## src/hw/rtl/mfhp_pkg.sv

```systemverilog
// Package for the mesh frame header parser.
// Holds the register map, byte positions, frame kind codes and shared types.
// No dependencies.
package mfhp_pkg;

  localparam int MaxFrameLenDefault = 1023;

  localparam logic [2:0] REG_MAGIC_FIRST   = 3'd0;
  localparam logic [2:0] REG_MAGIC_SECOND  = 3'd1;
  localparam logic [2:0] REG_PROTO_VERSION = 3'd2;
  localparam logic [2:0] REG_CODE_REPORT   = 3'd3;
  localparam logic [2:0] REG_CODE_PATH_REQ = 3'd4;
  localparam logic [2:0] REG_CODE_PATH_RSP = 3'd5;
  localparam logic [2:0] REG_CODE_ACK      = 3'd6;
  localparam logic [2:0] REG_CODE_DATA     = 3'd7;

  localparam int BytePosMagic0  = 0;
  localparam int BytePosMagic1  = 1;
  localparam int BytePosVersion = 2;
  localparam int BytePosType    = 3;
  localparam int BytePosSource  = 4;
  localparam int BytePosByte5   = 5;
  localparam int BytePosSeqLow  = 6;
  localparam int BytePosSeqHigh = 7;
  localparam int BytePosPathLen = 8;
  localparam int BytePosHop     = 9;

  localparam int MinLenAny     = 5;
  localparam int MinLenReport  = 6;
  localparam int MinLenShort   = 8;
  localparam int PathStartRsp  = 9;
  localparam int PathStartData = 10;
  localparam int PayloadMax    = 1023;

  localparam logic [2:0] KIND_REPORT   = 3'd0;
  localparam logic [2:0] KIND_PATH_REQ = 3'd1;
  localparam logic [2:0] KIND_PATH_RSP = 3'd2;
  localparam logic [2:0] KIND_ACK      = 3'd3;
  localparam logic [2:0] KIND_DATA     = 3'd4;

  typedef struct packed {
    logic [7:0] magic_first;
    logic [7:0] magic_second;
    logic [7:0] proto_version;
    logic [7:0] code_report;
    logic [7:0] code_path_req;
    logic [7:0] code_path_rsp;
    logic [7:0] code_ack;
    logic [7:0] code_data;
  } cfg_t;

  typedef struct packed {
    logic        bad;
    logic [7:0]  type_byte;
    logic [7:0]  source;
    logic [7:0]  byte5;
    logic [15:0] seq;
    logic [7:0]  path_size;
    logic [7:0]  hop;
  } hdr_t;

  typedef struct packed {
    logic        ok;
    logic [2:0]  kind;
    logic [7:0]  src;
    logic [7:0]  dst;
    logic [15:0] seq;
    logic [7:0]  path_size;
    logic [7:0]  hop;
    logic [7:0]  count;
    logic [3:0]  path_start;
    logic [8:0]  payload_start;
    logic [9:0]  payload_size;
  } res_t;

endpackage

```

## src/hw/rtl/mfhp_capture.sv

```systemverilog
// Byte position counter and header capture registers of the mesh frame parser.
// Hands a finished header record to the classifier at frame end.
// Depends on mfhp_pkg.
module mfhp_capture import mfhp_pkg::*; #(
  parameter int MAX_FRAME_LEN = MaxFrameLenDefault,
  parameter int POS_W = $clog2(MAX_FRAME_LEN + 2)
) (
  input  logic             clk_i,
  input  logic             rst_ni,
  input  logic             accept_i,
  input  logic [7:0]       rx_byte_i,
  input  logic             frame_end_i,
  input  cfg_t             cfg_i,
  output logic             rec_valid_o,
  output hdr_t             rec_hdr_o,
  output logic [POS_W-1:0] rec_len_o
);

  localparam logic [POS_W-1:0] PosCap = POS_W'(MAX_FRAME_LEN + 1);

  logic [POS_W-1:0] pos_q, pos_d, pos_inc;
  hdr_t             hdr_q, hdr_d, hdr_upd;
  logic             rec_valid_q, rec_valid_d;
  hdr_t             rec_hdr_q, rec_hdr_d;
  logic [POS_W-1:0] rec_len_q, rec_len_d;

  always_comb begin
    hdr_upd = hdr_q;
    unique case (pos_q)
      POS_W'(BytePosMagic0):  if (rx_byte_i != cfg_i.magic_first) hdr_upd.bad = 1'b1;
      POS_W'(BytePosMagic1):  if (rx_byte_i != cfg_i.magic_second) hdr_upd.bad = 1'b1;
      POS_W'(BytePosVersion): if (rx_byte_i != cfg_i.proto_version) hdr_upd.bad = 1'b1;
      POS_W'(BytePosType):    hdr_upd.type_byte = rx_byte_i;
      POS_W'(BytePosSource):  hdr_upd.source = rx_byte_i;
      POS_W'(BytePosByte5):   hdr_upd.byte5 = rx_byte_i;
      POS_W'(BytePosSeqLow):  hdr_upd.seq[7:0] = rx_byte_i;
      POS_W'(BytePosSeqHigh): hdr_upd.seq[15:8] = rx_byte_i;
      POS_W'(BytePosPathLen): hdr_upd.path_size = rx_byte_i;
      POS_W'(BytePosHop):     hdr_upd.hop = rx_byte_i;
      default: ;
    endcase
    pos_inc = (pos_q < PosCap) ? pos_q + POS_W'(1) : pos_q;

    pos_d       = pos_q;
    hdr_d       = hdr_q;
    rec_valid_d = 1'b0;
    rec_hdr_d   = rec_hdr_q;
    rec_len_d   = rec_len_q;
    if (accept_i) begin
      if (frame_end_i) begin
        rec_valid_d = 1'b1;
        rec_hdr_d   = hdr_upd;
        rec_len_d   = pos_inc;
        pos_d       = '0;
        hdr_d       = '0;
      end else begin
        pos_d = pos_inc;
        hdr_d = hdr_upd;
      end
    end
  end

  always_ff @(posedge clk_i or negedge rst_ni) begin
    if (!rst_ni) begin
      pos_q       <= '0;
      hdr_q       <= '0;
      rec_valid_q <= 1'b0;
    end else begin
      pos_q       <= pos_d;
      hdr_q       <= hdr_d;
      rec_valid_q <= rec_valid_d;
    end
  end

  always_ff @(posedge clk_i) begin
    rec_hdr_q <= rec_hdr_d;
    rec_len_q <= rec_len_d;
  end

  assign rec_valid_o = rec_valid_q;
  assign rec_hdr_o   = rec_hdr_q;
  assign rec_len_o   = rec_len_q;

endmodule

```

## src/hw/rtl/mfhp_classify.sv

```systemverilog
// Frame classifier of the mesh frame parser: decodes the type, checks the
// length limits and forms the result fields. Depends on mfhp_pkg.
module mfhp_classify import mfhp_pkg::*; #(
  parameter int MAX_FRAME_LEN = MaxFrameLenDefault,
  parameter int POS_W = $clog2(MAX_FRAME_LEN + 2)
) (
  input  cfg_t             cfg_i,
  input  hdr_t             hdr_i,
  input  logic [POS_W-1:0] len_i,
  output res_t             res_o
);

  localparam int CW = ((POS_W > 9) ? POS_W : 9) + 1;

  logic [CW-1:0] len_w, pl_w, min_rsp, min_data, data_diff, rep_diff;
  logic          base_ok, is_rep, is_req, is_ack, is_rsp, is_data;

  always_comb begin
    len_w     = CW'(len_i);
    pl_w      = CW'(hdr_i.path_size);
    min_rsp   = pl_w + CW'(PathStartRsp);
    min_data  = pl_w + CW'(PathStartData);
    data_diff = len_w - min_data;
    rep_diff  = len_w - CW'(MinLenReport);
    base_ok   = (len_w >= CW'(MinLenAny)) && (len_w <= CW'(MAX_FRAME_LEN)) && !hdr_i.bad;
    is_rep    = hdr_i.type_byte == cfg_i.code_report;
    is_req    = hdr_i.type_byte == cfg_i.code_path_req;
    is_ack    = hdr_i.type_byte == cfg_i.code_ack;
    is_rsp    = hdr_i.type_byte == cfg_i.code_path_rsp;
    is_data   = hdr_i.type_byte == cfg_i.code_data;

    res_o = '0;
    if (base_ok) begin
      if (is_rep) begin
        if (len_w >= CW'(MinLenReport)) begin
          res_o.ok            = 1'b1;
          res_o.kind          = KIND_REPORT;
          res_o.count         = hdr_i.byte5;
          res_o.payload_start = 9'(MinLenReport);
          res_o.payload_size  = (rep_diff > CW'(PayloadMax)) ? 10'(PayloadMax)
                                                             : rep_diff[9:0];
        end
      end else if (is_req || is_ack) begin
        if (len_w >= CW'(MinLenShort)) begin
          res_o.ok   = 1'b1;
          res_o.kind = is_req ? KIND_PATH_REQ : KIND_ACK;
          res_o.dst  = hdr_i.byte5;
          res_o.seq  = hdr_i.seq;
        end
      end else if (is_rsp) begin
        if (len_w >= min_rsp) begin
          res_o.ok         = 1'b1;
          res_o.kind       = KIND_PATH_RSP;
          res_o.dst        = hdr_i.byte5;
          res_o.seq        = hdr_i.seq;
          res_o.path_size  = hdr_i.path_size;
          res_o.path_start = 4'(PathStartRsp);
        end
      end else if (is_data) begin
        if (len_w >= min_data) begin
          res_o.ok         = 1'b1;
          res_o.kind       = KIND_DATA;
          res_o.dst        = hdr_i.byte5;
          res_o.seq        = hdr_i.seq;
          res_o.path_size  = hdr_i.path_size;
          res_o.hop        = hdr_i.hop;
          res_o.path_start = 4'(PathStartData);
          if (len_w > min_data) begin
            res_o.payload_start = min_data[8:0];
            res_o.payload_size  = (data_diff > CW'(PayloadMax)) ? 10'(PayloadMax)
                                                                : data_diff[9:0];
          end
        end
      end
    end
    if (res_o.ok) begin
      res_o.src = hdr_i.source;
    end
  end

endmodule

```

## src/hw/rtl/mfhp_out_fifo.sv

```systemverilog
// Two-entry result queue of the mesh frame parser, feeding the output channel.
// Depends on mfhp_pkg.
module mfhp_out_fifo import mfhp_pkg::*; (
  input  logic       clk_i,
  input  logic       rst_ni,
  input  logic       push_i,
  input  res_t       push_data_i,
  input  logic       pop_i,
  output logic       valid_o,
  output res_t       data_o,
  output logic [1:0] count_o
);

  res_t       mem_q [2];
  logic       wr_ptr_q, rd_ptr_q;
  logic [1:0] count_q, count_d;

  always_comb begin
    count_d = count_q;
    if (push_i && !pop_i) begin
      count_d = count_q + 2'd1;
    end else if (pop_i && !push_i) begin
      count_d = count_q - 2'd1;
    end
  end

  always_ff @(posedge clk_i or negedge rst_ni) begin
    if (!rst_ni) begin
      wr_ptr_q <= 1'b0;
      rd_ptr_q <= 1'b0;
      count_q  <= 2'd0;
    end else begin
      if (push_i) wr_ptr_q <= ~wr_ptr_q;
      if (pop_i) rd_ptr_q <= ~rd_ptr_q;
      count_q <= count_d;
    end
  end

  always_ff @(posedge clk_i) begin
    if (push_i) mem_q[wr_ptr_q] <= push_data_i;
  end

  assign valid_o = count_q != 2'd0;
  assign data_o  = mem_q[rd_ptr_q];
  assign count_o = count_q;

endmodule

```

## src/hw/rtl/mesh_frame_header_parser.sv

```systemverilog
// Mesh frame header parser: byte stream in, one header result per frame out.
// Top level; depends on mfhp_pkg, mfhp_capture, mfhp_classify, mfhp_out_fifo.
//
// Usage:
// Frame bytes enter on the input channel (in_valid_i, in_stall_o, rx_byte_i,
// frame_end_i), one byte per item, with frame_end_i high on the last byte.
// Each frame gives exactly one result item on the output channel
// (out_valid_o, out_stall_i and the result fields); bytes that do not end a
// frame give none. With an empty queue a result passes through the header
// record register and then the two-entry result queue before it can be taken.
// With a ready receiver a byte is taken every cycle. in_stall_o rises only
// when the queue and the header record register would hold two or more results
// after this cycle's output transfer, so the input backs up only while the
// receiver stalls. The configuration registers are written through cfg_we_i,
// cfg_idx_i and cfg_data_i; the user must write them only while no frame is in
// progress and no result is pending, as the block itself does not enforce it.
// Reset clears the byte position, the captured header, the result queue and
// loads the default magic, version and type codes.
module mesh_frame_header_parser import mfhp_pkg::*; #(
  parameter int MAX_FRAME_LEN = MaxFrameLenDefault
) (
  input  logic       clk_i,
  input  logic       rst_ni,
  input  logic       cfg_we_i,
  input  logic [2:0] cfg_idx_i,
  input  logic [7:0] cfg_data_i,
  input  logic       in_valid_i,
  output logic       in_stall_o,
  input  logic [7:0] rx_byte_i,
  input  logic       frame_end_i,
  output logic       out_valid_o,
  input  logic       out_stall_i,
  output logic       frame_ok_o,
  output logic [2:0] frame_kind_o,
  output logic [7:0] src_node_o,
  output logic [7:0] dst_node_o,
  output logic [15:0] seq_num_o,
  output logic [7:0] path_size_o,
  output logic [7:0] hop_index_o,
  output logic [7:0] report_count_o,
  output logic [3:0] path_start_o,
  output logic [8:0] payload_start_o,
  output logic [9:0] payload_size_o
);

  localparam int PosW = $clog2(MAX_FRAME_LEN + 2);

  cfg_t            cfg_q, cfg_d;
  logic            accept, pop;
  logic            rec_valid;
  hdr_t            rec_hdr;
  logic [PosW-1:0] rec_len;
  res_t            cls_res, out_res;
  logic [1:0]      q_count;

  always_comb begin
    cfg_d = cfg_q;
    if (cfg_we_i) begin
      unique case (cfg_idx_i)
        REG_MAGIC_FIRST:   cfg_d.magic_first   = cfg_data_i;
        REG_MAGIC_SECOND:  cfg_d.magic_second  = cfg_data_i;
        REG_PROTO_VERSION: cfg_d.proto_version = cfg_data_i;
        REG_CODE_REPORT:   cfg_d.code_report   = cfg_data_i;
        REG_CODE_PATH_REQ: cfg_d.code_path_req = cfg_data_i;
        REG_CODE_PATH_RSP: cfg_d.code_path_rsp = cfg_data_i;
        REG_CODE_ACK:      cfg_d.code_ack      = cfg_data_i;
        REG_CODE_DATA:     cfg_d.code_data     = cfg_data_i;
        default: ;
      endcase
    end
  end

  always_ff @(posedge clk_i or negedge rst_ni) begin
    if (!rst_ni) begin
      cfg_q.magic_first   <= 8'd0;
      cfg_q.magic_second  <= 8'd0;
      cfg_q.proto_version <= 8'd0;
      cfg_q.code_report   <= 8'(KIND_REPORT);
      cfg_q.code_path_req <= 8'(KIND_PATH_REQ);
      cfg_q.code_path_rsp <= 8'(KIND_PATH_RSP);
      cfg_q.code_ack      <= 8'(KIND_ACK);
      cfg_q.code_data     <= 8'(KIND_DATA);
    end else begin
      cfg_q <= cfg_d;
    end
  end

  assign in_stall_o = (q_count == 2'd2) ? !(pop && !rec_valid)
                                        : ((q_count == 2'd1) && rec_valid && !pop);
  assign accept     = in_valid_i && !in_stall_o;
  assign pop        = out_valid_o && !out_stall_i;

  mfhp_capture #(
    .MAX_FRAME_LEN(MAX_FRAME_LEN),
    .POS_W        (PosW)
  ) u_capture (
    .clk_i      (clk_i),
    .rst_ni     (rst_ni),
    .accept_i   (accept),
    .rx_byte_i  (rx_byte_i),
    .frame_end_i(frame_end_i),
    .cfg_i      (cfg_q),
    .rec_valid_o(rec_valid),
    .rec_hdr_o  (rec_hdr),
    .rec_len_o  (rec_len)
  );

  mfhp_classify #(
    .MAX_FRAME_LEN(MAX_FRAME_LEN),
    .POS_W        (PosW)
  ) u_classify (
    .cfg_i(cfg_q),
    .hdr_i(rec_hdr),
    .len_i(rec_len),
    .res_o(cls_res)
  );

  mfhp_out_fifo u_out_fifo (
    .clk_i      (clk_i),
    .rst_ni     (rst_ni),
    .push_i     (rec_valid),
    .push_data_i(cls_res),
    .pop_i      (pop),
    .valid_o    (out_valid_o),
    .data_o     (out_res),
    .count_o    (q_count)
  );

  assign frame_ok_o      = out_res.ok;
  assign frame_kind_o    = out_res.kind;
  assign src_node_o      = out_res.src;
  assign dst_node_o      = out_res.dst;
  assign seq_num_o       = out_res.seq;
  assign path_size_o     = out_res.path_size;
  assign hop_index_o     = out_res.hop;
  assign report_count_o  = out_res.count;
  assign path_start_o    = out_res.path_start;
  assign payload_start_o = out_res.payload_start;
  assign payload_size_o  = out_res.payload_size;

  a_rec_after_end: assert property (@(posedge clk_i) disable iff (!rst_ni)
    accept && frame_end_i |=> rec_valid)
    else $error("frame end did not produce a header record");

  a_no_overflow: assert property (@(posedge clk_i) disable iff (!rst_ni)
    rec_valid |-> ((q_count != 2'd2) || pop))
    else $error("result queue overflow");

  a_stall_needs_result: assert property (@(posedge clk_i) disable iff (!rst_ni)
    in_stall_o |-> out_valid_o)
    else $error("input stalled with no result pending");

endmodule

```

## config.mk

```make
export PLATFORM = sky130hd
export DESIGN_NAME = mesh_frame_header_parser
export DESIGN_NICKNAME = d
export VERILOG_FILES = /design/src/hw/rtl/mfhp_pkg.sv /design/src/hw/rtl/mfhp_capture.sv /design/src/hw/rtl/mfhp_classify.sv /design/src/hw/rtl/mfhp_out_fifo.sv /design/src/hw/rtl/mesh_frame_header_parser.sv
export SDC_FILE = /design/constraint.sdc
export NUM_CORES = 1
export LEC_CHECK = 0
export BUFFER_PORTS_ARGS = -buffer_cell sky130_fd_sc_hd__buf_4
export CORE_UTILIZATION = 46
export DETAILED_ROUTE_END_ITERATION = 10
export SYNTH_ARGS = -nofsm -noshare
export SYNTH_HDL_FRONTEND = slang
export SYNTH_HIERARCHICAL = 1
export SYNTH_SLANG_ARGS = --single-unit
```

## constraint.sdc

```tcl
create_clock -name clk_i -period 9.8 [get_ports clk_i]
set_input_delay 0.98 -clock clk_i [delete_from_list [all_inputs] [get_ports clk_i]]
set_output_delay 0.98 -clock clk_i [all_outputs]
set_load 0.1 [all_outputs]
```

==> flow_summary.rst, run 1 <==
.. list-table::
   :header-rows: 1

   * - Metric
     - Value
   * - Area used by sequential logic in the layout
     - around 10000 sq um
   * - Logic pwr share
     - between 30% and 40%
   * - Leakage component of the power
     - 7.99 nW
   * - Signed area change from the synthesized netlist to the final layout
     - 14.4%
   * - Post-synthesis share of cell area spent on full adders, half adders and majority gates
     - between 2 and 2.5%
   * - Post-route total power
     - between 5 and 6 mW
   * - Summed area of non-filler cells in the final layout
     - about 20000 sq um
   * - Max cap viols
     - 0
   * - Post-Syn Instances
     - between 1000 and 1500
   * - Synth Net Count
     - 1338
   * - Power per Cell Area
     - a little under 300 nW/um^2
   * - Switching power total
     - about 2.4 mW
   * - Congestion Overflow GR
     - 0
   * - Worst Setup Slack post-DPL
     - 5.72 ns
   * - Maximum number of pins on one net before global-route repair
     - between 80 and 90
   * - Area of the multi-input gates
     - approximately 6500 sq um
   * - Post-cts hold buffer count
     - 0
   * - Class of the tightest hold or removal check
     - flop to flop
   * - Setup repair after global routing missed its margin
     - no
   * - DP Wirelength
     - 25100 um
   * - Buffer levels on the longest clock path
     - 3
   * - Category of the worst setup path capture point
     - flop
   * - Number of port buffers
     - about 110
   * - Fraction of power spent switching nets
     - around 40%
   * - Predominant post-synthesis flop cell
     - edfxtp_1
   * - Critical setup path kind
     - flop to flop
   * - Outcome
     - finished clean
   * - Final setup vio count
     - 0
   * - Share of flip-flops with an asynchronous set or reset after synthesis
     - between 30 and 40%
   * - Starting Density
     - 47.1%
   * - Part of the total power dissipated in sequential elements
     - 36.2%
   * - Top cell type's share of synthesized area
     - between 40% and 50%
   * - Global-route wire length before repair
     - around 59000 um
   * - Final #Nets
     - approximately 1400
   * - Clock slew at the register clock pins of the worst setup and hold paths
     - 0.06 ns
   * - Crit path time final
     - 3.89 ns
   * - Share of the cycle needed by the critical path after routing
     - between 30 and 40%
   * - Clk Latency, worst-skew pair
     - 0.53 ns
   * - Worst slew pin tran
     - 1.09 ns
   * - Clock Power Share
     - between 20% and 30%
   * - Startpoint Class
     - flop
   * - Vias in the first global route
     - around 10000
   * - Clock Skew
     - about 0.015 ns
   * - TritonCTS clock tree
     - yes
   * - Data required time at the worst endpoint
     - roughly 10 ns
   * - Number of buffers created by CTS
     - 40
   * - Vias per std cell
     - roughly 5.4
   * - Fraction of final layout cells with drive strength greater than 1
     - a little over a quarter
   * - # DRC
     - 0
   * - WL/cell
     - 19.7 um
   * - Final antenna diode count
     - 0
   * - Post-CTS Resized
     - 0
   * - Netlist area before placement
     - 17400 sq um
   * - Number of synthesized flops with an enable pin
     - 234
   * - Setup bufs post-CTS
     - 0
   * - Largest area contributor in the synthesized netlist
     - edfxtp_1
   * - Core Area
     - between 30000 and 40000 sq um
   * - Multiplexer share of the synthesized area
     - about 12%
   * - Compound-Gate Fraction of Synth Area
     - under 10%
   * - Post-Synth Simple-Gate Area
     - about a tenth
   * - Ranking of synthesized cells by area
     - edfxtp_1 (40%), dfrtp_1 (19%), mux2_2 (6.6%)
   * - Max rail drop VDD
     - between 0.2 and 0.3 mV
   * - Largest family of logic cells by synthesized area
     - multiplexers
   * - Hold slack final
     - between 0.4 and 0.5 ns
   * - Post-Synth XOR/XNOR Area
     - approximately 4.4%
   * - Placed Instance Area
     - approximately 19000 sq um
   * - Width of the chip
     - 196 um
   * - Final count of hold timing violations
     - 0
   * - Number of detailed-routing iterations run before antenna repair
     - 5
   * - Number of filler cells placed in the layout
     - about 3100
   * - Number of DRC violations after detailed-routing iteration 0
     - around 670
   * - Maximum fanout encountered on the critical timing path
     - 8
   * - IO Pins
     - 110
   * - Row Count
     - 70
   * - H-Tree Depth
     - 2
   * - Data arrival time of the critical path
     - 4.09 ns
   * - Number of antenna violations at the first check in global routing
     - 1
   * - Number of nets still failing antenna checks after routing
     - 0
   * - Total wirelength of the detailed-routed design
     - ~38000 um
   * - Die Area
     - 38500 sq um
   * - Clock Tree Root
     - clkbuf_16
   * - Total Routing Usage GR
     - 19.9%
   * - Setup slack of the critical path after layout
     - 5.91 ns
   * - Routability cong.
     - ~0.89
   * - Headroom to the max-slew limit
     - a little over a quarter
   * - Total via count in the routed design
     - between 10000 and 15000
   * - Total count of max-transition violations in the final report
     - 0
   * - Synthesized area per cell
     - 13.5 sq um
   * - Maximum clock frequency
     - approximately 260 MHz
   * - Overall die height
     - approximately 200 um
   * - Number of synthesized register bits
     - about 370
   * - Part of the Yosys area used for sequential elements
     - 60.2%
   * - Setup TNS
     - 0 ns
   * - Pint
     - 3.55 mW
   * - Number of clock sinks
     - 371
   * - Yosys cell types
     - 78
   * - Total number of yosys warnings
     - 6
==> path summary, 6_finish.rpt <==
path	startpoint	to	slack [ns]	cells past startpoint
worst max-delay path	u_capture/rec_hdr_o[11]	u_out_fifo/mem_q[0][3]	5.91	10
worst min-delay path	u_capture/hdr_q[10]	u_capture/hdr_q[10]	0.47	2
worst max register to register	u_capture/rec_hdr_o[11]	u_out_fifo/mem_q[0][3]	5.91	10
worst min register to register	u_capture/hdr_q[10]	u_capture/hdr_q[10]	0.47	2
max in group asynchronous	rst_ni	u_capture/hdr_q[25]	7.76	2
min in group asynchronous	rst_ni	cfg_q[25]	0.52	1
==> cell usage after synthesis, drive strengths merged (9+ instances only) <==
| cell | instances |
|---|---|
| edfxtp | 234 |
| mux2 | 169 |
| nand2 | 168 |
| dfrtp | 132 |
| o21ai | 72 |
| xor2 | 49 |
| and2 | 43 |
| xnor2 | 38 |
| buf | 36 |
| nor2 | 34 |
| clkbuf | 29 |
| ha | 27 |
| a22o | 20 |
| a21oi | 19 |
| inv | 19 |
| a22oi | 15 |
| o2bb2ai | 15 |
| and3 | 14 |
| nor3 | 14 |
| nand3 | 11 |
| nand4 | 11 |
| a221oi | 10 |
| nand2b | 10 |
| nor4 | 10 |
| a21boi | 9 |
==> area by class of cell <==
| cell class | instances | share of cell area (%) |
|---|---|---|
| Tap cell | 504 | 3.18 |
| Timing Repair Buffer | 115 | 4.35 |
| Inverter | 20 | 0.378 |
| Clock inverter | 13 | 0.724 |
| Clock buffer | 60 | 5.99 |
| Sequential cell | 371 | 52.7 |
| Multi-Input combinational cell | 829 | 32.7 |
==> cell families after synthesis <==
group,count (synthesis)
AOI/OAI and AO/OA,197
xor gates and xnor gates,87
adders and majority gates,28
buffers and inverters,85
DFF,371
muxes,170
other,1
and+or+nand+nor,346
==> per-stage QoR <==
| step | std cells | util [%] |
|---|---|---|
| 2_1_floorplan | 1285 | - |
| 3_3_place_gp | 1839 | 50.2 |
| 3_5_place_dp | 1839 | 50.2 |
| 4_1_cts | 1912 | 53.9 |
| 5_1_grt | 1912 | 53.9 |
| 6_report | 1912 | 53.9 |
==> worst max-delay path: stages (launching register included) <==
cell and delay [ns]:
edfxtp_1 0.50, a21oi_1 0.29, nor2_1 0.09, xnor2_1 0.29
ha_1 0.36, a211oi_1 0.33, o21bai_1 0.19, o21ai_0 0.18
o211ai_1 0.20, a211oi_1 0.88, a221oi_1 0.26
==> power groups by stage <==
stage / clock (mW) / combinational, mW / sequential (mW)
2_1_floorplan: 0 / 1.93 / 2.07
3_3_place_gp: 0 / 2.26 / 2.16
4_1_cts: 1.54 / 2.28 / 2.14
5_1_grt: 1.60 / 2.38 / 2.17
3_5_place_dp: 0 / 2.27 / 2.17
6_report: 1.50 / 2.26 / 2.14
==> flip-flops by register name (all words and copies together) (netlist names) <==
name                   cells
u_out_fifo/wr_ptr_q        1
u_out_fifo/rd_ptr_q        1
cfg_q                     64
u_capture/hdr_q           57
u_capture/rec_hdr_o       57
u_capture/rec_len_o       11
u_out_fifo/count_o         2
u_capture/pos_q           11
u_capture/rec_valid_o      1
u_out_fifo/mem_q         166
==> placed cells by master (no fill, tap or decap), types with 4 or more instances in the layout <==
cell type / Yosys / routed
edfxtp_1: 234 / 234
clkbuf_8: 0 / 5
o211ai_1: 7 / 7
a221oi_1: 10 / 10
dfstp_2: 5 / 5
o2bb2ai_1: 15 / 15
and3_1: 14 / 14
a22oi_1: 15 / 15
o21ai_1: 10 / 10
mux2_4: 67 / 67
clkbuf_16: 0 / 43
mux2_2: 102 / 102
ha_1: 27 / 27
and2_1: 43 / 42
inv_1: 18 / 17
nand4_1: 10 / 10
a21oi_1: 18 / 18
o21ai_0: 60 / 60
xor2_1: 49 / 49
a21boi_0: 9 / 9
nor3_1: 11 / 11
a22o_1: 20 / 20
nand2_1: 164 / 164
or2_2: 4 / 4
nor2b_1: 7 / 6
nor4_1: 9 / 9
clkinv_1: 1 / 7
buf_4: 6 / 115
clkbuf_1: 29 / 12
xnor2_1: 38 / 38
nor2_1: 33 / 33
nand2b_1: 9 / 9
nand3_1: 10 / 10
o31ai_1: 5 / 5
dfrtp_1: 132 / 131
==> metal layers <==
layer  up-vias  part of all wire, %  global-route usage [%]
li1       4879                    -                       -
met3        51                  5.4                    3.20
met4         0                  1.8                    4.72
met5         -                    0                       0
met1      5159                   47                    28.7
met2       287                   46                    31.3
(Power assumes the default switching activity.)
==> run 2: changes to the inputs <==
clock period = 3.6 ns   (was 9.8 ns; I/O delays follow)
==> run 2 against run 1 <==
  * Critical path type unchanged
  * Sequential power grew to 2.7 times the previous value
  * Global-route usage grew 0.069 points
  * Highest routed layer unchanged
  * Combinational power grew to 2.8 times the previous value
  * Critical path depth grew 2
  * Worst setup slack lost 5.7 ns
  * Largest cell class unchanged
==> flow_summary.rst, run 2 (same netlist as run 1, synthesis figures left out) <==
.. list-table::
   :header-rows: 1

   * - Metric
     - Value
   * - Outcome
     - finished clean
   * - Clk Latency, worst-skew pair
     - 0.54 ns (about the same)
   * - Worst reg2reg path depth
     - 12 (+2)
   * - Crit path time final
     - 3.44 ns (-0.450 ns)
   * - Die Area
     - 38500 sq um (unchanged)
   * - Buffer levels on the longest clock path
     - 3 (unchanged)
   * - Register name with the most flops
     - u_out_fifo/mem_q
   * - Number of port buffers
     - 109 (unchanged)
   * - Row Count
     - 70 (unchanged)
   * - Maximum number of pins on one net before global-route repair
     - 71 (-12%)
   * - Maximum clock frequency
     - 290 MHz (+13%)
   * - Number of antenna violations at the first check in global routing
     - 2 (+1)
   * - Headroom to the max-slew limit
     - 46.9% (+20 points)
   * - Starting Density
     - 47.1% (unchanged)
   * - Congestion Overflow GR
     - 0 (unchanged)
   * - H-Tree Depth
     - 2 (unchanged)
   * - IO Pins
     - 110 (unchanged)
   * - Commonest cells after routing, fill and taps aside
     - edfxtp_1 (234), nand2_1 (164), buf_4 (132)
   * - Met3 wirelength from detailed routing
     - 1710 um (-16%)
   * - Max rail drop VDD
     - 0.471 mV (+61%)
   * - Worst slew pin tran
     - 0.794 ns (-0.296 ns)
   * - Number of detailed-routing iterations run before antenna repair
     - 4 (-1)
   * - Width of the chip
     - 196 um (unchanged)
   * - Total count of max-transition violations in the final report
     - 0 (unchanged)
   * - Top layer reached by signal wires
     - met4
   * - Leading cell type in the layout, fill and taps excluded
     - edfxtp_1
   * - Placed Instance Area
     - 18800 sq um (+1.3%)
   * - Number of buffers created by CTS
     - 40 (unchanged)
   * - Met2 WL
     - 17800 um (+2.1%)
   * - Worst reg2reg path startpoint
     - u_capture/rec_hdr_o[10]
   * - Number of filler cells placed in the layout
     - 3084 (+0.82%)
   * - Core Area
     - 36900 sq um (unchanged)
   * - Overall die height
     - 196 um (unchanged)
   * - Number of clock sinks
     - 371 (unchanged)
   * - Count of buffering cells on the critical path with inverters included
     - 2 (+2)
   * - Number of nets still failing antenna checks after routing
     - 0 (unchanged)
   * - TritonCTS clock tree
     - yes
   * - Total Routing Usage GR
     - 19.9% (+0.069 points)
   * - Total wirelength of the detailed-routed design
     - 37800 um (+0.47%)
   * - DP Wirelength
     - 26100 um (+3.8%)
   * - Data arrival time of the critical path
     - 3.71 ns (-0.38 ns)
   * - Final setup vio count
     - 0 (unchanged)
   * - Final count of hold timing violations
     - 0 (unchanged)
   * - Flip-flop count of the largest register after layout
     - 166 (unchanged)
   * - Number of DRC violations after detailed-routing iteration 0
     - 661 (-1.0%)
   * - Vias in the first global route
     - 10423 (+0.37%)
   * - Summed area of non-filler cells in the final layout
     - 20200 sq um (+1.5%)
   * - Critical register-to-register path endpoint
     - u_out_fifo/mem_q[0][66]
   * - Clock Skew
     - 0.0248 ns (+0.0101 ns)
   * - Biggest regs
     - u_out_fifo/mem_q: 166 flops, cfg_q: 64 flops
   * - Most repeated library cell on the critical path
     - buf_4
   * - Data required time at the worst endpoint
     - 3.87 ns (-6.13 ns)
   * - Startpoint Class
     - flop
   * - Vias per std cell
     - 5.42 (-0.15%)
   * - Clock Tree Root
     - clkbuf_16
   * - Leakage component of the power
     - 8.14 nW (+1.9%)
   * - Fraction of final layout cells with drive strength greater than 1
     - 28.9% (+1.6 points)
   * - Setup slack of the critical path after layout
     - 0.157 ns (-5.75 ns)
   * - CP startpoint
     - u_capture/rec_hdr_o[10]
   * - Power per Cell Area
     - 803 nW/um^2 (+170%)
   * - Max cap viols
     - 0 (unchanged)
   * - Routability cong.
     - 0.887 (-0.33%)
   * - Signed area change from the synthesized netlist to the final layout
     - 16.0%
   * - Crit path largest cell delay
     - 0.45 ns (-0.43 ns)
   * - Endpoint with the worst hold slack
     - u_out_fifo/rd_ptr_q
   * - Category of the worst setup path capture point
     - flop
   * - Slowest-stage cell, CP
     - edfxtp_1
   * - # DRC
     - 0 (unchanged)
   * - Class of the tightest hold or removal check
     - input pin to flop
   * - Clock slew at the register clock pins of the worst setup and hold paths
     - 0.06 ns (about the same)
   * - Share of the cycle needed by the critical path after routing
     - 95.7% (+56 points)
   * - Source of the worst hold timing path
     - out_stall_i
   * - Crit path cell chain
     - a21oi_2 -> nor2_1 -> xnor2_1 -> ha_1 -> a211oi_2 -> o21bai_1 -> or2_2 -> o31ai_2 -> buf_4 -> a311oi_2 -> buf_4 -> and2_1
   * - Global-route wire length before repair
     - 59600 um (+0.88%)
   * - CP delay by family, top
     - compound AO/OA/AOI/OAI gates
   * - Met1 layer wirelength in the final routing
     - 17500 um (about the same)
   * - Critical setup path kind
     - flop to flop
   * - WL/cell
     - 19.5 um (-0.83%)
   * - Flop-to-flop setup slack
     - 0.16 ns (-5.75 ns)
   * - Maximum fanout encountered on the critical timing path
     - 24 (+16)
   * - Final #Nets
     - 1455 (+1.7%)
   * - Setup repair after global routing missed its margin
     - no
   * - Hold depth
     - 3 (+1)
   * - Worst Setup Slack post-DPL
     - -0.0408 ns (-5.76 ns)
   * - Total via count in the routed design
     - 10496 (+1.2%)
==> run 2: power by group <==
group          switching, mW  internal, mW
combinational           4.35          1.96
sequential             0.511          5.29
clock                   1.62          2.46
==> run 2: worst reg2reg max path, cell delays in order, from the launching register on <==
cell and delay, ns:
edfxtp_1 0.45, a21oi_2 0.24, nor2_1 0.08, xnor2_1 0.24, ha_1 0.37, a211oi_2 0.29, o21bai_1 0.17, or2_2 0.32
o31ai_2 0.29, buf_4 0.20, a311oi_2 0.09, buf_4 0.22, and2_1 0.22
==> run 2: worst max-delay path by stage <==
stage	to	slack, ns	depth (start not counted)
2_1_floorplan	u_capture/rec_hdr_o[0]	0.09	8
3_3_place_gp	u_out_fifo/mem_q[0][3]	-0.02	10
3_5_place_dp	u_out_fifo/mem_q[1][3]	-0.04	10
4_1_cts	u_out_fifo/mem_q[0][66]	0.07	12
5_1_grt	u_out_fifo/mem_q[1][71]	0.01	11
6_report	u_out_fifo/mem_q[0][66]	0.16	12
==> run 2: repair_timing <==
action / CTS / global route
setup endpoints to repair: 14 / 126
setup buffers: 0 / 3
hold buffers: 1 / 0
gates resized for setup: 2 / 4
hold endpoints to repair: 38 / 0
==> run 2: layout make-up <==
cell class              count  area (sq um)  area share, %
inverters                  20          78.8          0.391
diodes                      1          2.50         0.0124
clock inverters            14           101          0.503
well taps                 504           631           3.13
multi-input cells         829          6500           32.2
repair buffers            140          1140           5.66
flip-flops and latches    371         10500           51.9
clock buffers              58          1230           6.13
==> run 2: through the flow <==
step                      hold WS [ns]  instances  util [%]  setup TNS [ns]  power (mW)
after floorplan                 0.0644       1285         -               0        10.9
after global placement           0.385       1860      50.9         -0.0476        12.2
after detailed placement         0.387       1860      50.9          -0.162        12.2
after CTS                        0.139       1933      54.6               0        16.3
after global routing             0.156       1936      54.6               0        16.8
final                            0.149       1937      54.6               0        16.2
==> run 2: metal layers <==
metal,track usage [%],vias to the layer above
li1,-,4939
met1,28.3,5254
met2,31.8,251
met3,3.04,52
met4,5.53,0
met5,0,-
==> run 3: changes to the inputs <==
CORE_MARGIN = 5   (was unset)
==> run 3 against run 2 <==
  * Flip-flop and latch count is the same
  * Sequential power shrank 0.9%
  * Cell count up 0.15%
  * Combinational power is 0.6% higher
  * Worst setup slack improved by 0.076 ns
  * Global-route usage shrank 1.3 points
  * Highest routed layer unchanged
  * Utilization shrank 1.2 points
  * First-iteration DRC count increased by 17%
  * Fmax grew 2.3%
==> flow_summary.rst, run 3 (same netlist as run 1, synthesis figures left out) <==
.. list-table::
   :header-rows: 1

   * - Metric
     - Value
   * - Outcome
     - finished clean
   * - IO Pins
     - 110 (unchanged)
   * - Vias per std cell
     - 5.40 (-0.27%)
   * - Global-route wire length before repair
     - 61200 um (+2.8%)
   * - Max cap viols
     - 0 (unchanged)
   * - # DRC
     - 0 (unchanged)
   * - Number of clock sinks
     - 371 (unchanged)
   * - Number of nets still failing antenna checks after routing
     - 0 (unchanged)
   * - Post-route total power
     - 16.0 mW (-1.0%)
   * - Total via count in the routed design
     - 10484 (-0.11%)
   * - Startpoint Class
     - flop
   * - Termination of the worst setup path
     - u_out_fifo/mem_q[1][13]
   * - Share of the cycle needed by the critical path after routing
     - 93.5% (-2.1 points)
   * - Class of the tightest hold or removal check
     - input pin to flop
   * - Maximum clock frequency
     - 297 MHz (+2.3%)
   * - Signed area change from the synthesized netlist to the final layout
     - 15.4%
   * - Total Routing Usage GR
     - 18.6% (-1.3 points)
   * - Congestion Overflow GR
     - 0 (unchanged)
   * - Final setup vio count
     - 0 (unchanged)
   * - Category of the worst setup path capture point
     - flop
   * - Data required time at the worst endpoint
     - 3.94 ns (+0.07 ns)
   * - Vias in the first global route
     - 10665 (+2.3%)
   * - Flip-flop count of the largest register after layout
     - 166 (unchanged)
   * - Summed area of non-filler cells in the final layout
     - 20000 sq um (-0.54%)
   * - Clock Tree Root
     - clkbuf_16
   * - Buffer levels on the longest clock path
     - 3 (unchanged)
   * - Clock Skew
     - 0.0256 ns (+0.000865 ns)
   * - Worst Setup Slack post-DPL
     - -0.0154 ns (+0.0253 ns)
   * - Number of buffers created by CTS
     - 40 (unchanged)
   * - Worst reg2reg path depth
     - 10 (-2)
   * - Final antenna diode count
     - 0 (-1)
   * - Fraction of final layout cells with drive strength greater than 1
     - 28.6% (-0.29 points)
   * - H-Tree Depth
     - 2 (unchanged)
   * - Maximum number of pins on one net before global-route repair
     - 84 (+18%)
   * - Power per Cell Area
     - 799 nW/um^2 (-0.51%)
   * - Clock slew at the register clock pins of the worst setup and hold paths
     - 0.06 ns (about the same)
   * - Placed Instance Area
     - 18700 sq um (about the same)
   * - Number of detailed-routing iterations run before antenna repair
     - 5 (+1)
   * - Number of antenna violations at the first check in global routing
     - 0 (-2)
   * - Critical setup path kind
     - flop to flop
   * - Core Area
     - 37500 sq um (+1.7%)
   * - Total count of max-transition violations in the final report
     - 0 (unchanged)
   * - Die Area
     - 41700 sq um (+8.3%)
   * - Biggest regs
     - u_out_fifo/mem_q: 166 flops, cfg_q: 64 flops
   * - Row Count
     - 71 (+1.4%)
   * - Max rail drop VDD
     - 0.510 mV (+8.3%)
   * - Maximum fanout encountered on the critical timing path
     - 7 (-71%)
   * - WL/cell
     - 20.1 um (+3.0%)
   * - Starting Density
     - 46.3% (-0.77 points)
   * - Worst reg2reg path startpoint
     - u_capture/rec_hdr_o[9]
   * - Flop-to-flop setup slack
     - 0.23 ns (+0.08 ns)
   * - Number of port buffers
     - 109 (unchanged)
   * - DP Wirelength
     - 26200 um (+0.55%)
   * - Worst slew pin tran
     - 0.850 ns (+0.0555 ns)
   * - Number of DRC violations after detailed-routing iteration 0
     - 775 (+17%)
   * - Final count of hold timing violations
     - 0 (unchanged)
   * - Leakage component of the power
     - 8.07 nW (-0.84%)
   * - CP startpoint
     - u_capture/rec_hdr_o[9]
   * - Leading cell type in the layout, fill and taps excluded
     - edfxtp_1
   * - Commonest cells after routing, fill and taps aside
     - edfxtp_1 (234), nand2_1 (164), buf_4 (132)
   * - Data arrival time of the critical path
     - 3.71 ns (about the same)
   * - Clk Latency, worst-skew pair
     - 0.54 ns (about the same)
   * - Number of filler cells placed in the layout
     - 3190 (+3.4%)
   * - Final #Nets
     - 1453 (-0.14%)
   * - Critical register-to-register path endpoint
     - u_out_fifo/mem_q[1][13]
   * - Width of the chip
     - 204 um (+4.1%)
   * - Number of cells after detailed placement
     - 1867 (+0.38%)
   * - Count of placed standard cells in the final layout, fillers left out
     - 1940 (+0.15%)
   * - Overall die height
     - 204 um (+4.1%)
   * - Setup slack of the critical path after layout
     - 0.232 ns (+0.0759 ns)
   * - Hold depth
     - 3 (unchanged)
   * - TritonCTS clock tree
     - yes
   * - Crit path time final
     - 3.37 ns (-0.0759 ns)
   * - Headroom to the max-slew limit
     - 43.2% (-3.7 points)
   * - Total wirelength of the detailed-routed design
     - 38900 um (+3.1%)
   * - Register name with the most flops
     - u_out_fifo/mem_q
   * - Routability cong.
     - 0.924 (+4.2%)
==> run 3: cell types whose count changed in the layout (fill, tap and decap cells not counted), moves of 2 or more <==
cell / change
clkinv_2: +2
bufinv_16: +2
buf_12: -2
clkbuf_8: -5
clkbuf_16: -4
clkinv_1: +4
==> run 3: area by class of cell <==
type | instances | area [sq um] | share of cell area (%)
Clock buffer | 50 | 1070 | 5.34
Sequential cell | 371 | 10500 | 52.2
Tap cell | 511 | 639 | 3.19
Multi-Input combinational cell | 829 | 6520 | 32.5
Clock inverter | 21 | 169 | 0.843
Timing Repair Buffer | 138 | 1100 | 5.49
Inverter | 20 | 78.8 | 0.393
==> run 3: stage by stage <==
step                utilization (%)  TNS, ns  hold WS, ns
floorplan                         -        0       0.0644
global placement               50.0        0        0.447
detailed placement             50.0  -0.0308        0.448
CTS                            53.4        0        0.119
global route                   53.5  -0.0152        0.133
finish                         53.5        0        0.143
==> run 3: critical path, stage by stage (launching register included) <==
cell and delay, ns:
edfxtp_1 0.47, ha_1 0.31, o21ai_1 0.17, xor2_1 0.26, ha_1 0.33, nand4_1 0.23
nor3_2 0.09, o21bai_1 0.18, o21ai_0 0.43, nand4_1 0.37, nor2_1 0.33
==> run 3: worst min path at each step <==
stage,end,slack [ns],startpoint
2_1_floorplan,cfg_q[0],0.06,rst_ni
5_1_grt,u_out_fifo/rd_ptr_q,0.13,out_stall_i
3_3_place_gp,cfg_q[25],0.45,rst_ni
4_1_cts,u_out_fifo/rd_ptr_q,0.12,out_stall_i
3_5_place_dp,cfg_q[32],0.45,rst_ni
6_report,u_out_fifo/rd_ptr_q,0.14,out_stall_i
==> run 3: power by group <==
group          switching (mW)  internal (mW)  total [mW]  leakage [nW]
clock network            1.59           2.31        3.90         0.605
registers               0.467           5.30        5.76          3.95
logic                    4.41           1.94        6.35          3.52
total                    6.47           9.55        16.0          8.07
==> run 3: repair_timing <==
action,in CTS,in global routing
endpoints found under the setup margin,4,120
pin swaps,0,1
endpoints found under the hold margin,45,0
hold buffers,1,0
gates resized for setup,1,9
buffers inserted,0,1
==> run 3: layer usage <==
metal | wire [um] | global-route usage, % | vias up
met5 | 0 | 0 | -
met4 | 641 | 4.21 | 0
met3 | 2090 | 3.32 | 48
met2 | 18600 | 30.3 | 286
met1 | 17600 | 26.2 | 5226
li1 | - | - | 4924
